<file path="src/sv/frc_pkg.sv">
`default_nettype none
package frc_pkg;

   localparam int QUEUE_DEPTH = 4;
   localparam int QPTR_W = $clog2(QUEUE_DEPTH);
   localparam int QCNT_W = $clog2(QUEUE_DEPTH + 1);

   localparam logic [5:0] HDR_LAST = 6'd47;
   localparam logic [5:0] CRC_SKIP = 6'd4;
   localparam logic [31:0] HDR_BYTES = 32'd48;
   localparam logic [31:0] CRC_INIT = 32'hFFFF_FFFF;
   localparam logic [31:0] CRC_POLY = 32'hEDB8_8320;

   localparam logic [3:0] FLD_CRC = 4'd0;
   localparam logic [3:0] FLD_TOTAL = 4'd1;
   localparam logic [3:0] FLD_TOPIC_LEN = 4'd5;
   localparam logic [3:0] FLD_KEY_LEN = 4'd6;
   localparam logic [3:0] FLD_VALUE_LEN = 4'd7;

   localparam logic [1:0] KIND_FIELD = 2'd0;
   localparam logic [1:0] KIND_PAYLOAD = 2'd1;
   localparam logic [1:0] KIND_VERDICT = 2'd2;

   localparam logic [1:0] STATUS_OK = 2'd0;
   localparam logic [1:0] STATUS_LENGTH = 2'd1;
   localparam logic [1:0] STATUS_CRC = 2'd2;

   typedef struct packed {
      logic [7:0] wire_byte;
      logic       frame_start;
   } req_type;

   typedef struct packed {
      logic [1:0]  kind;
      logic [3:0]  field_id;
      logic [63:0] field_value;
      logic [7:0]  payload_byte;
      logic [1:0]  section;
      logic [1:0]  status;
      logic        last_of_input;
   } rsp_type;

   typedef struct packed {
      rsp_type    first;
      logic       verdict_valid;
      logic [1:0] verdict_status;
   } entry_type;

   function automatic logic [31:0] crc32_byte(input logic [31:0] crc, input logic [7:0] data);
      logic [31:0] c;
      c = crc ^ {24'd0, data};
      for (int i = 0; i < 8; i++) begin
         c = c[0] ? ((c >> 1) ^ CRC_POLY) : (c >> 1);
      end
      return c;
   endfunction

   function automatic logic field_end(input logic [5:0] pos);
      logic hit;
      unique case (pos) inside
         6'd3, 6'd7, 6'd15, 6'd17, 6'd19, 6'd23, 6'd27, 6'd31, 6'd35, 6'd43, 6'd47: hit = 1'b1;
         default: hit = 1'b0;
      endcase
      return hit;
   endfunction

endpackage
`default_nettype wire

</file>
<file path="src/sv/frc_front.sv">
`default_nettype none
module frc_front
   import frc_pkg::*;
(
   input  wire logic      clock,
   input  wire logic      reset,
   input  wire logic      req_valid,
   output logic           req_ready,
   input  wire req_type   req_data,
   output logic           push_valid,
   input  wire logic      push_ready,
   output entry_type      push_entry
);

   localparam logic [2:0] PH_HEADER = 3'd0;
   localparam logic [2:0] PH_TOPIC = 3'd1;
   localparam logic [2:0] PH_KEY = 3'd2;
   localparam logic [2:0] PH_VALUE = 3'd3;
   localparam logic [2:0] PH_HALT = 3'd4;

   logic [2:0]  phase_ff, phase_in;
   logic [5:0]  cnt_ff, cnt_in;
   logic [63:0] acc_ff, acc_in;
   logic [31:0] crc_ff, crc_in;
   logic [31:0] sum_ff, sum_in;
   logic [3:0]  fidx_ff, fidx_in;
   logic [31:0] rcv_crc_ff, rcv_crc_in;
   logic [31:0] total_ff, total_in;
   logic [31:0] topic_ff, topic_in;
   logic [31:0] key_ff, key_in;
   logic [31:0] value_ff, value_in;
   logic [31:0] left_ff, left_in;

   logic        accept;
   logic [2:0]  e_phase;
   logic [5:0]  e_cnt;
   logic [63:0] e_acc;
   logic [31:0] e_crc;
   logic [31:0] e_sum;
   logic [3:0]  e_fidx;
   logic [31:0] crc_next;
   logic [63:0] acc_shift;
   logic        done;
   logic        has_result;
   logic        crc_good;

   assign req_ready = push_ready;
   assign accept = req_valid && req_ready;

   always_comb begin
      e_phase = req_data.frame_start ? PH_HEADER : phase_ff;
      e_cnt = req_data.frame_start ? 6'd0 : cnt_ff;
      e_acc = req_data.frame_start ? 64'd0 : acc_ff;
      e_crc = req_data.frame_start ? CRC_INIT : crc_ff;
      e_sum = req_data.frame_start ? HDR_BYTES : sum_ff;
      e_fidx = req_data.frame_start ? 4'd0 : fidx_ff;
      crc_next = crc32_byte(e_crc, req_data.wire_byte);
      acc_shift = {e_acc[55:0], req_data.wire_byte};
      done = field_end(e_cnt);
      crc_good = (~crc_next == rcv_crc_ff);

      phase_in = e_phase;
      cnt_in = e_cnt;
      acc_in = e_acc;
      crc_in = e_crc;
      sum_in = e_sum;
      fidx_in = e_fidx;
      rcv_crc_in = rcv_crc_ff;
      total_in = total_ff;
      topic_in = topic_ff;
      key_in = key_ff;
      value_in = value_ff;
      left_in = left_ff;
      has_result = 1'b0;
      push_entry = '0;

      unique case (e_phase)
         PH_HEADER: begin
            if (e_cnt >= CRC_SKIP) begin
               crc_in = crc_next;
            end
            acc_in = acc_shift;
            if (done) begin
               has_result = 1'b1;
               push_entry.first.kind = KIND_FIELD;
               push_entry.first.field_id = e_fidx;
               push_entry.first.field_value = acc_shift;
               acc_in = 64'd0;
               fidx_in = e_fidx + 4'd1;
               case (e_fidx)
                  FLD_CRC: rcv_crc_in = acc_shift[31:0];
                  FLD_TOTAL: total_in = acc_shift[31:0];
                  FLD_TOPIC_LEN: begin
                     topic_in = acc_shift[31:0];
                     sum_in = e_sum + acc_shift[31:0];
                  end
                  FLD_KEY_LEN: begin
                     key_in = acc_shift[31:0];
                     sum_in = e_sum + acc_shift[31:0];
                  end
                  FLD_VALUE_LEN: begin
                     value_in = acc_shift[31:0];
                     sum_in = e_sum + acc_shift[31:0];
                  end
                  default: ;
               endcase
            end
            if (e_cnt == HDR_LAST) begin
               cnt_in = 6'd0;
               if (e_sum != total_ff) begin
                  push_entry.verdict_valid = 1'b1;
                  push_entry.verdict_status = STATUS_LENGTH;
                  phase_in = PH_HALT;
               end else if (topic_ff != 32'd0) begin
                  phase_in = PH_TOPIC;
                  left_in = topic_ff;
               end else if (key_ff != 32'd0) begin
                  phase_in = PH_KEY;
                  left_in = key_ff;
               end else if (value_ff != 32'd0) begin
                  phase_in = PH_VALUE;
                  left_in = value_ff;
               end else begin
                  push_entry.verdict_valid = 1'b1;
                  push_entry.verdict_status = crc_good ? STATUS_OK : STATUS_CRC;
                  phase_in = crc_good ? PH_HEADER : PH_HALT;
                  crc_in = CRC_INIT;
                  acc_in = 64'd0;
                  fidx_in = 4'd0;
                  sum_in = HDR_BYTES;
               end
            end else begin
               cnt_in = e_cnt + 6'd1;
            end
         end
         PH_TOPIC, PH_KEY, PH_VALUE: begin
            has_result = 1'b1;
            crc_in = crc_next;
            push_entry.first.kind = KIND_PAYLOAD;
            push_entry.first.payload_byte = req_data.wire_byte;
            push_entry.first.section = 2'(e_phase - PH_TOPIC);
            left_in = left_ff - 32'd1;
            if (left_ff == 32'd1) begin
               if (e_phase == PH_TOPIC && key_ff != 32'd0) begin
                  phase_in = PH_KEY;
                  left_in = key_ff;
               end else if (e_phase != PH_VALUE && value_ff != 32'd0) begin
                  phase_in = PH_VALUE;
                  left_in = value_ff;
               end else begin
                  push_entry.verdict_valid = 1'b1;
                  push_entry.verdict_status = crc_good ? STATUS_OK : STATUS_CRC;
                  phase_in = crc_good ? PH_HEADER : PH_HALT;
                  cnt_in = 6'd0;
                  crc_in = CRC_INIT;
                  acc_in = 64'd0;
                  fidx_in = 4'd0;
                  sum_in = HDR_BYTES;
               end
            end
         end
         default: ;
      endcase

      push_valid = accept && has_result;
   end

   always_ff @(posedge clock) begin
      if (reset) begin
         phase_ff <= PH_HEADER;
         cnt_ff <= 6'd0;
         acc_ff <= 64'd0;
         crc_ff <= CRC_INIT;
         sum_ff <= HDR_BYTES;
         fidx_ff <= 4'd0;
      end else if (accept) begin
         phase_ff <= phase_in;
         cnt_ff <= cnt_in;
         acc_ff <= acc_in;
         crc_ff <= crc_in;
         sum_ff <= sum_in;
         fidx_ff <= fidx_in;
      end
   end

   always_ff @(posedge clock) begin
      if (accept) begin
         rcv_crc_ff <= rcv_crc_in;
         total_ff <= total_in;
         topic_ff <= topic_in;
         key_ff <= key_in;
         value_ff <= value_in;
         left_ff <= left_in;
      end
   end

endmodule
`default_nettype wire

</file>
<file path="src/sv/frc_queue.sv">
`default_nettype none
module frc_queue
   import frc_pkg::*;
(
   input  wire logic      clock,
   input  wire logic      reset,
   input  wire logic      push_valid,
   output logic           push_ready,
   input  wire entry_type push_entry,
   output logic           pop_valid,
   input  wire logic      pop_ready,
   output entry_type      pop_entry
);

   entry_type          slot_ff [QUEUE_DEPTH];
   logic [QPTR_W-1:0]  wr_ptr_ff, rd_ptr_ff;
   logic [QCNT_W-1:0]  count_ff;
   logic               push, pop;

   assign push_ready = (count_ff != QCNT_W'(QUEUE_DEPTH));
   assign pop_valid = (count_ff != '0);
   assign pop_entry = slot_ff[rd_ptr_ff];
   assign push = push_valid && push_ready;
   assign pop = pop_valid && pop_ready;

   always_ff @(posedge clock) begin
      if (reset) begin
         wr_ptr_ff <= '0;
         rd_ptr_ff <= '0;
         count_ff <= '0;
      end else begin
         if (push) begin
            wr_ptr_ff <= wr_ptr_ff + QPTR_W'(1);
         end
         if (pop) begin
            rd_ptr_ff <= rd_ptr_ff + QPTR_W'(1);
         end
         if (push && !pop) begin
            count_ff <= count_ff + QCNT_W'(1);
         end else if (pop && !push) begin
            count_ff <= count_ff - QCNT_W'(1);
         end
      end
   end

   always_ff @(posedge clock) begin
      if (push) begin
         slot_ff[wr_ptr_ff] <= push_entry;
      end
   end

endmodule
`default_nettype wire

</file>
<file path="src/sv/frc_back.sv">
`default_nettype none
module frc_back
   import frc_pkg::*;
(
   input  wire logic      clock,
   input  wire logic      reset,
   input  wire logic      pop_valid,
   output logic           pop_ready,
   input  wire entry_type pop_entry,
   output logic           rsp_valid,
   input  wire logic      rsp_ready,
   output rsp_type        rsp_data
);

   logic       rsp_valid_ff;
   rsp_type    rsp_ff, rsp_in;
   logic       pend_ff;
   logic [1:0] pend_status_ff;
   logic       out_free;

   assign out_free = !rsp_valid_ff || rsp_ready;
   assign pop_ready = out_free && !pend_ff;
   assign rsp_valid = rsp_valid_ff;
   assign rsp_data = rsp_ff;

   always_comb begin
      rsp_in = '0;
      if (pend_ff) begin
         rsp_in.kind = KIND_VERDICT;
         rsp_in.status = pend_status_ff;
         rsp_in.last_of_input = 1'b1;
      end else begin
         rsp_in = pop_entry.first;
         rsp_in.last_of_input = !pop_entry.verdict_valid;
      end
   end

   always_ff @(posedge clock) begin
      if (reset) begin
         rsp_valid_ff <= 1'b0;
         pend_ff <= 1'b0;
      end else if (out_free) begin
         if (pend_ff) begin
            rsp_valid_ff <= 1'b1;
            pend_ff <= 1'b0;
         end else begin
            rsp_valid_ff <= pop_valid;
            pend_ff <= pop_valid && pop_entry.verdict_valid;
         end
      end
   end

   always_ff @(posedge clock) begin
      if (out_free && (pend_ff || pop_valid)) begin
         rsp_ff <= rsp_in;
      end
      if (pop_valid && pop_ready) begin
         pend_status_ff <= pop_entry.verdict_status;
      end
   end

endmodule
`default_nettype wire

</file>
<file path="src/sv/frame_receive_crc_check.sv">
`default_nettype none
// Receives a byte stream of length-prefixed frames, one byte per transaction, at a sustained
// rate of one byte per clock while the queue has room. The front end parses the 48-byte header,
// tracks payload sections and updates a byte-wide CRC-32 byte by byte; each byte yields zero,
// one or two responses that pass through a four-entry queue to a registered output stage. A
// byte that yields both a response and a frame verdict takes two output slots, so sustained
// one-byte-per-cycle input holds as long as the queue absorbs those extra verdicts. An
// accepted byte's first response is written into the queue, then into the output register.
// After a length or CRC error, bytes are dropped until a transaction with frame_start set.
module frame_receive_crc_check
   import frc_pkg::*;
(
   input  wire logic    clock,
   input  wire logic    reset,
   input  wire logic    req_valid,
   output logic         req_ready,
   input  wire req_type req_data,
   output logic         rsp_valid,
   input  wire logic    rsp_ready,
   output rsp_type      rsp_data
);

   logic      push_valid, push_ready;
   entry_type push_entry;
   logic      pop_valid, pop_ready;
   entry_type pop_entry;

   frc_front u_front (
      .clock      (clock),
      .reset      (reset),
      .req_valid  (req_valid),
      .req_ready  (req_ready),
      .req_data   (req_data),
      .push_valid (push_valid),
      .push_ready (push_ready),
      .push_entry (push_entry)
   );

   frc_queue u_queue (
      .clock      (clock),
      .reset      (reset),
      .push_valid (push_valid),
      .push_ready (push_ready),
      .push_entry (push_entry),
      .pop_valid  (pop_valid),
      .pop_ready  (pop_ready),
      .pop_entry  (pop_entry)
   );

   frc_back u_back (
      .clock     (clock),
      .reset     (reset),
      .pop_valid (pop_valid),
      .pop_ready (pop_ready),
      .pop_entry (pop_entry),
      .rsp_valid (rsp_valid),
      .rsp_ready (rsp_ready),
      .rsp_data  (rsp_data)
   );

endmodule
`default_nettype wire
</file>
<file path="config.mk">
export PLATFORM = sky130hd
export DESIGN_NAME = frame_receive_crc_check
export DESIGN_NICKNAME = d
export VERILOG_FILES = /design/src/sv/frc_pkg.sv /design/src/sv/frc_front.sv /design/src/sv/frc_queue.sv /design/src/sv/frc_back.sv /design/src/sv/frame_receive_crc_check.sv
export SDC_FILE = /design/constraint.sdc
export NUM_CORES = 1
export LEC_CHECK = 0
export ABC_AREA = 1
export BUFFER_PORTS_ARGS = -buffer_cell sky130_fd_sc_hd__buf_2
export CORE_MARGIN = 3
export CORE_UTILIZATION = 45
export DETAILED_ROUTE_END_ITERATION = 6
export MAX_ROUTING_LAYER = met4
export SLEW_MARGIN = 20
export SYNTH_ARGS = -nofsm -noshare
export SYNTH_HDL_FRONTEND = slang
export SYNTH_HIERARCHICAL = 1
export SYNTH_SLANG_ARGS = --single-unit
</file>
<file path="constraint.sdc">
create_clock -name clock -period 7.7 [get_ports clock]
set_clock_uncertainty 0.1 [all_clocks]
set_input_delay 0 -clock clock [delete_from_list [all_inputs] [get_ports clock]]
set_output_delay 0 -clock clock [all_outputs]
set_load 0.1 [all_outputs]
</file>
==> flow_summary.json <==
{
  "drive_gt1_share_pct": 8.91,
  "clk_latency_ns": 0.65,
  "pin_count": 98,
  "path_delay_family": "buffers and inverters",
  "hold_path.class": "input pin to flop",
  "place_inst": 5245,
  "track_usage_pct": 26.1,
  "htreeDepth": 3,
  "rsz0062_at_grt": "false",
  "holdWs_ns": 0.153,
  "rows": 105,
  "drt_first_iter_violations": 3445,
  "design.core.area_mm2": 0.0826,
  "cts_made_buffers": 83,
  "clkTransAtPathRegs_ns": 0.06,
  "clockBufferDepth": 3,
  "drt_drc_violations_left": 0,
  "fmax_mhz": 235,
  "crit_path_end_kind": "flop",
  "area_growth_pct": 11.6,
  "path_cells": "dlygate4sd3_1, buf_4, clkinv_2, buf_4, nand2_1, inv_1, ha_1, nand2_1, nor2_2, nor2_1, nand2_1, nand2_1, buf_4, inv_2, buf_4, nand2_1, a31oi_1",
  "cellLeakagePower_nw": 16.4,
  "hold_viol_final": 0,
  "grt_pass1_vias": 28300,
  "vias": 30400,
  "instances_no_fill": 5415,
  "clkSinkCount": 761,
  "worst-setup-path-type": "input pin to flop",
  "nets": 4318,
  "die_h_um": 296,
  "die_area_mm2": 0.0874,
  "crit_path_max_fanout": 68,
  "slowest_stage": "buf_4",
  "slowest_delay_ns": 0.60,
  "place.port_buffers": 97,
  "drt_wl_total_um": 112000,
  "cp.arrival_ns": 4.72,
  "slew_viol_final": 0,
  "period_needed_ns": 4.25,
  "pwr_density_cell_mw_per_mm2": 344,
  "tns_ns": 0,
  "firstDrtPassIters": 7,
  "initial_core_util_pct": 45.7,
  "worst_pin_slew_ns": 1.11,
  "min_period_over_period_pct": 55.2,
  "ant_nets": 0,
  "wire_per_inst_um": 20.6,
  "cts_setup_buffers": 0,
  "antenna_found_initial": 1,
  "status": "finished, final reports clean",
  "n_antenna_cell": 0,
  "postSynthCellCount": 4232,
  "max_slew_margin_pct": 25.8,
  "grt_max_degree": 99,
  "fillers": 7521,
  "root_buffer": "clkbuf_16",
  "die-width_um": 296,
  "cp.required_ns": 8.17,
  "cap_violations": 0,
  "dp_hpwl_um": 71200,
  "gp_congestion": 0.940,
  "grt.overflow.total": 0,
  "cp-start-kind": "input pin",
  "peakVddDrop_mv": 0.322,
  "syn_area_mm2": 0.0378,
  "tritoncts": "built",
  "cpMostUsedCell": "nand2_1",
  "crit_buf_inv": 8,
  "yosysWarningCount": 6,
  "power.total_mw": 14.5,
  "avgSynthCellArea_um2": 8.92,
  "setup_viol": 0,
  "grt_first_pass_wirelength_um": 171000,
  "vias_per_cell": 5.61
}
-- state kept, by name (all words and copies together), names as in the netlist, 2 cells and up, named ones only --
name                   count
u_back/pend_status_ff      2
u_back/rsp_data           83
u_front/acc_ff            56
u_front/cnt_ff             6
u_front/crc_ff            32
u_front/fidx_ff            4
u_front/key_ff            32
u_front/left_ff           32
u_front/phase_ff           3
u_front/rcv_crc_ff        32
u_front/sum_ff            32
u_front/topic_ff          32
u_front/total_ff          32
u_front/value_ff          32
u_queue/count_ff           3
u_queue/rd_ptr_ff          2
u_queue/slot_ff          340
u_queue/wr_ptr_ff          2
-- per-layer routing --
metal / up-vias / routed length (um) / global-route usage [%]
met5: - / 0 / -
met4: 0 / 3480 / 8.54
met3: 182 / 9790 / 3.58
met2: 1337 / 49700 / 39.5
met1: 14400 / 48500 / 36.5
li1: 14500 / - / -
-- where the power goes --
| group | total [mW] | leakage (nW) | internal [mW] | switching (mW) |
|---|---|---|---|---|
| sequential | 5.36 | 6.71 | 5.09 | 0.274 |
| clock | 4.24 | 1.41 | 2.53 | 1.72 |
| combinational | 4.89 | 8.25 | 0.960 | 3.93 |
-- placed cells by master, fill, tap and decap left out, drive strengths merged, types with 112 or more instances in the layout --
cell	n
buf	144
nand3	138
inv	447
o21ai	451
nor2	589
dfxtp	144
o22ai	112
nand2	941
a21oi	200
edfxtp	617
-- path summary, 6_finish.rpt --
| check | from | end | slack, ns | cells after the start |
|---|---|---|---|---|
| setup reg to reg | u_front/left_ff[23] | u_front/acc_ff[47] | 3.55 | 14 |
| hold reg to reg | u_front/sum_ff[31] | u_front/sum_ff[31] | 0.37 | 2 |
| hold / removal | rsp_ready | u_back/pend_ff | 0.15 | 6 |
| setup / recovery | req_data[0] | u_front/acc_ff[47] | 3.45 | 17 |
-- metrics by stage --
stage,worst slack [ns],util [%],cell area [um^2]
floorplan,1.16,-,37800
global placement,3.36,47.2,39000
detailed placement,3.29,47.2,39000
CTS,3.41,50.9,42100
global route,3.03,51.0,42100
finish,3.45,51.0,42100
-- what timing repair did --
action	CTS	global route
hold buffers	13	0
resized for setup	0	0
endpoints found under the hold margin	106	0
-- area by class of cell --
type | count | area (um^2) | area share [%]
flip-flops and latches | 761 | 21400 | 50.9
clock inverters | 51 | 708 | 1.68
well taps | 1070 | 1340 | 3.18
multi-input cells | 2820 | 13700 | 32.4
repair buffers | 157 | 1040 | 2.47
inverters | 451 | 1700 | 4.03
clock buffers | 105 | 2240 | 5.32
-- tightest hold or removal path: cells and delay by family --
| kind | cells | cell delay (ns) |
|---|---|---|
| buffers and inverters | 3 | 0.65 |
| AND/OR/NAND/NOR | 3 | 0.21 |
Power figures use the tool's default switching activity.
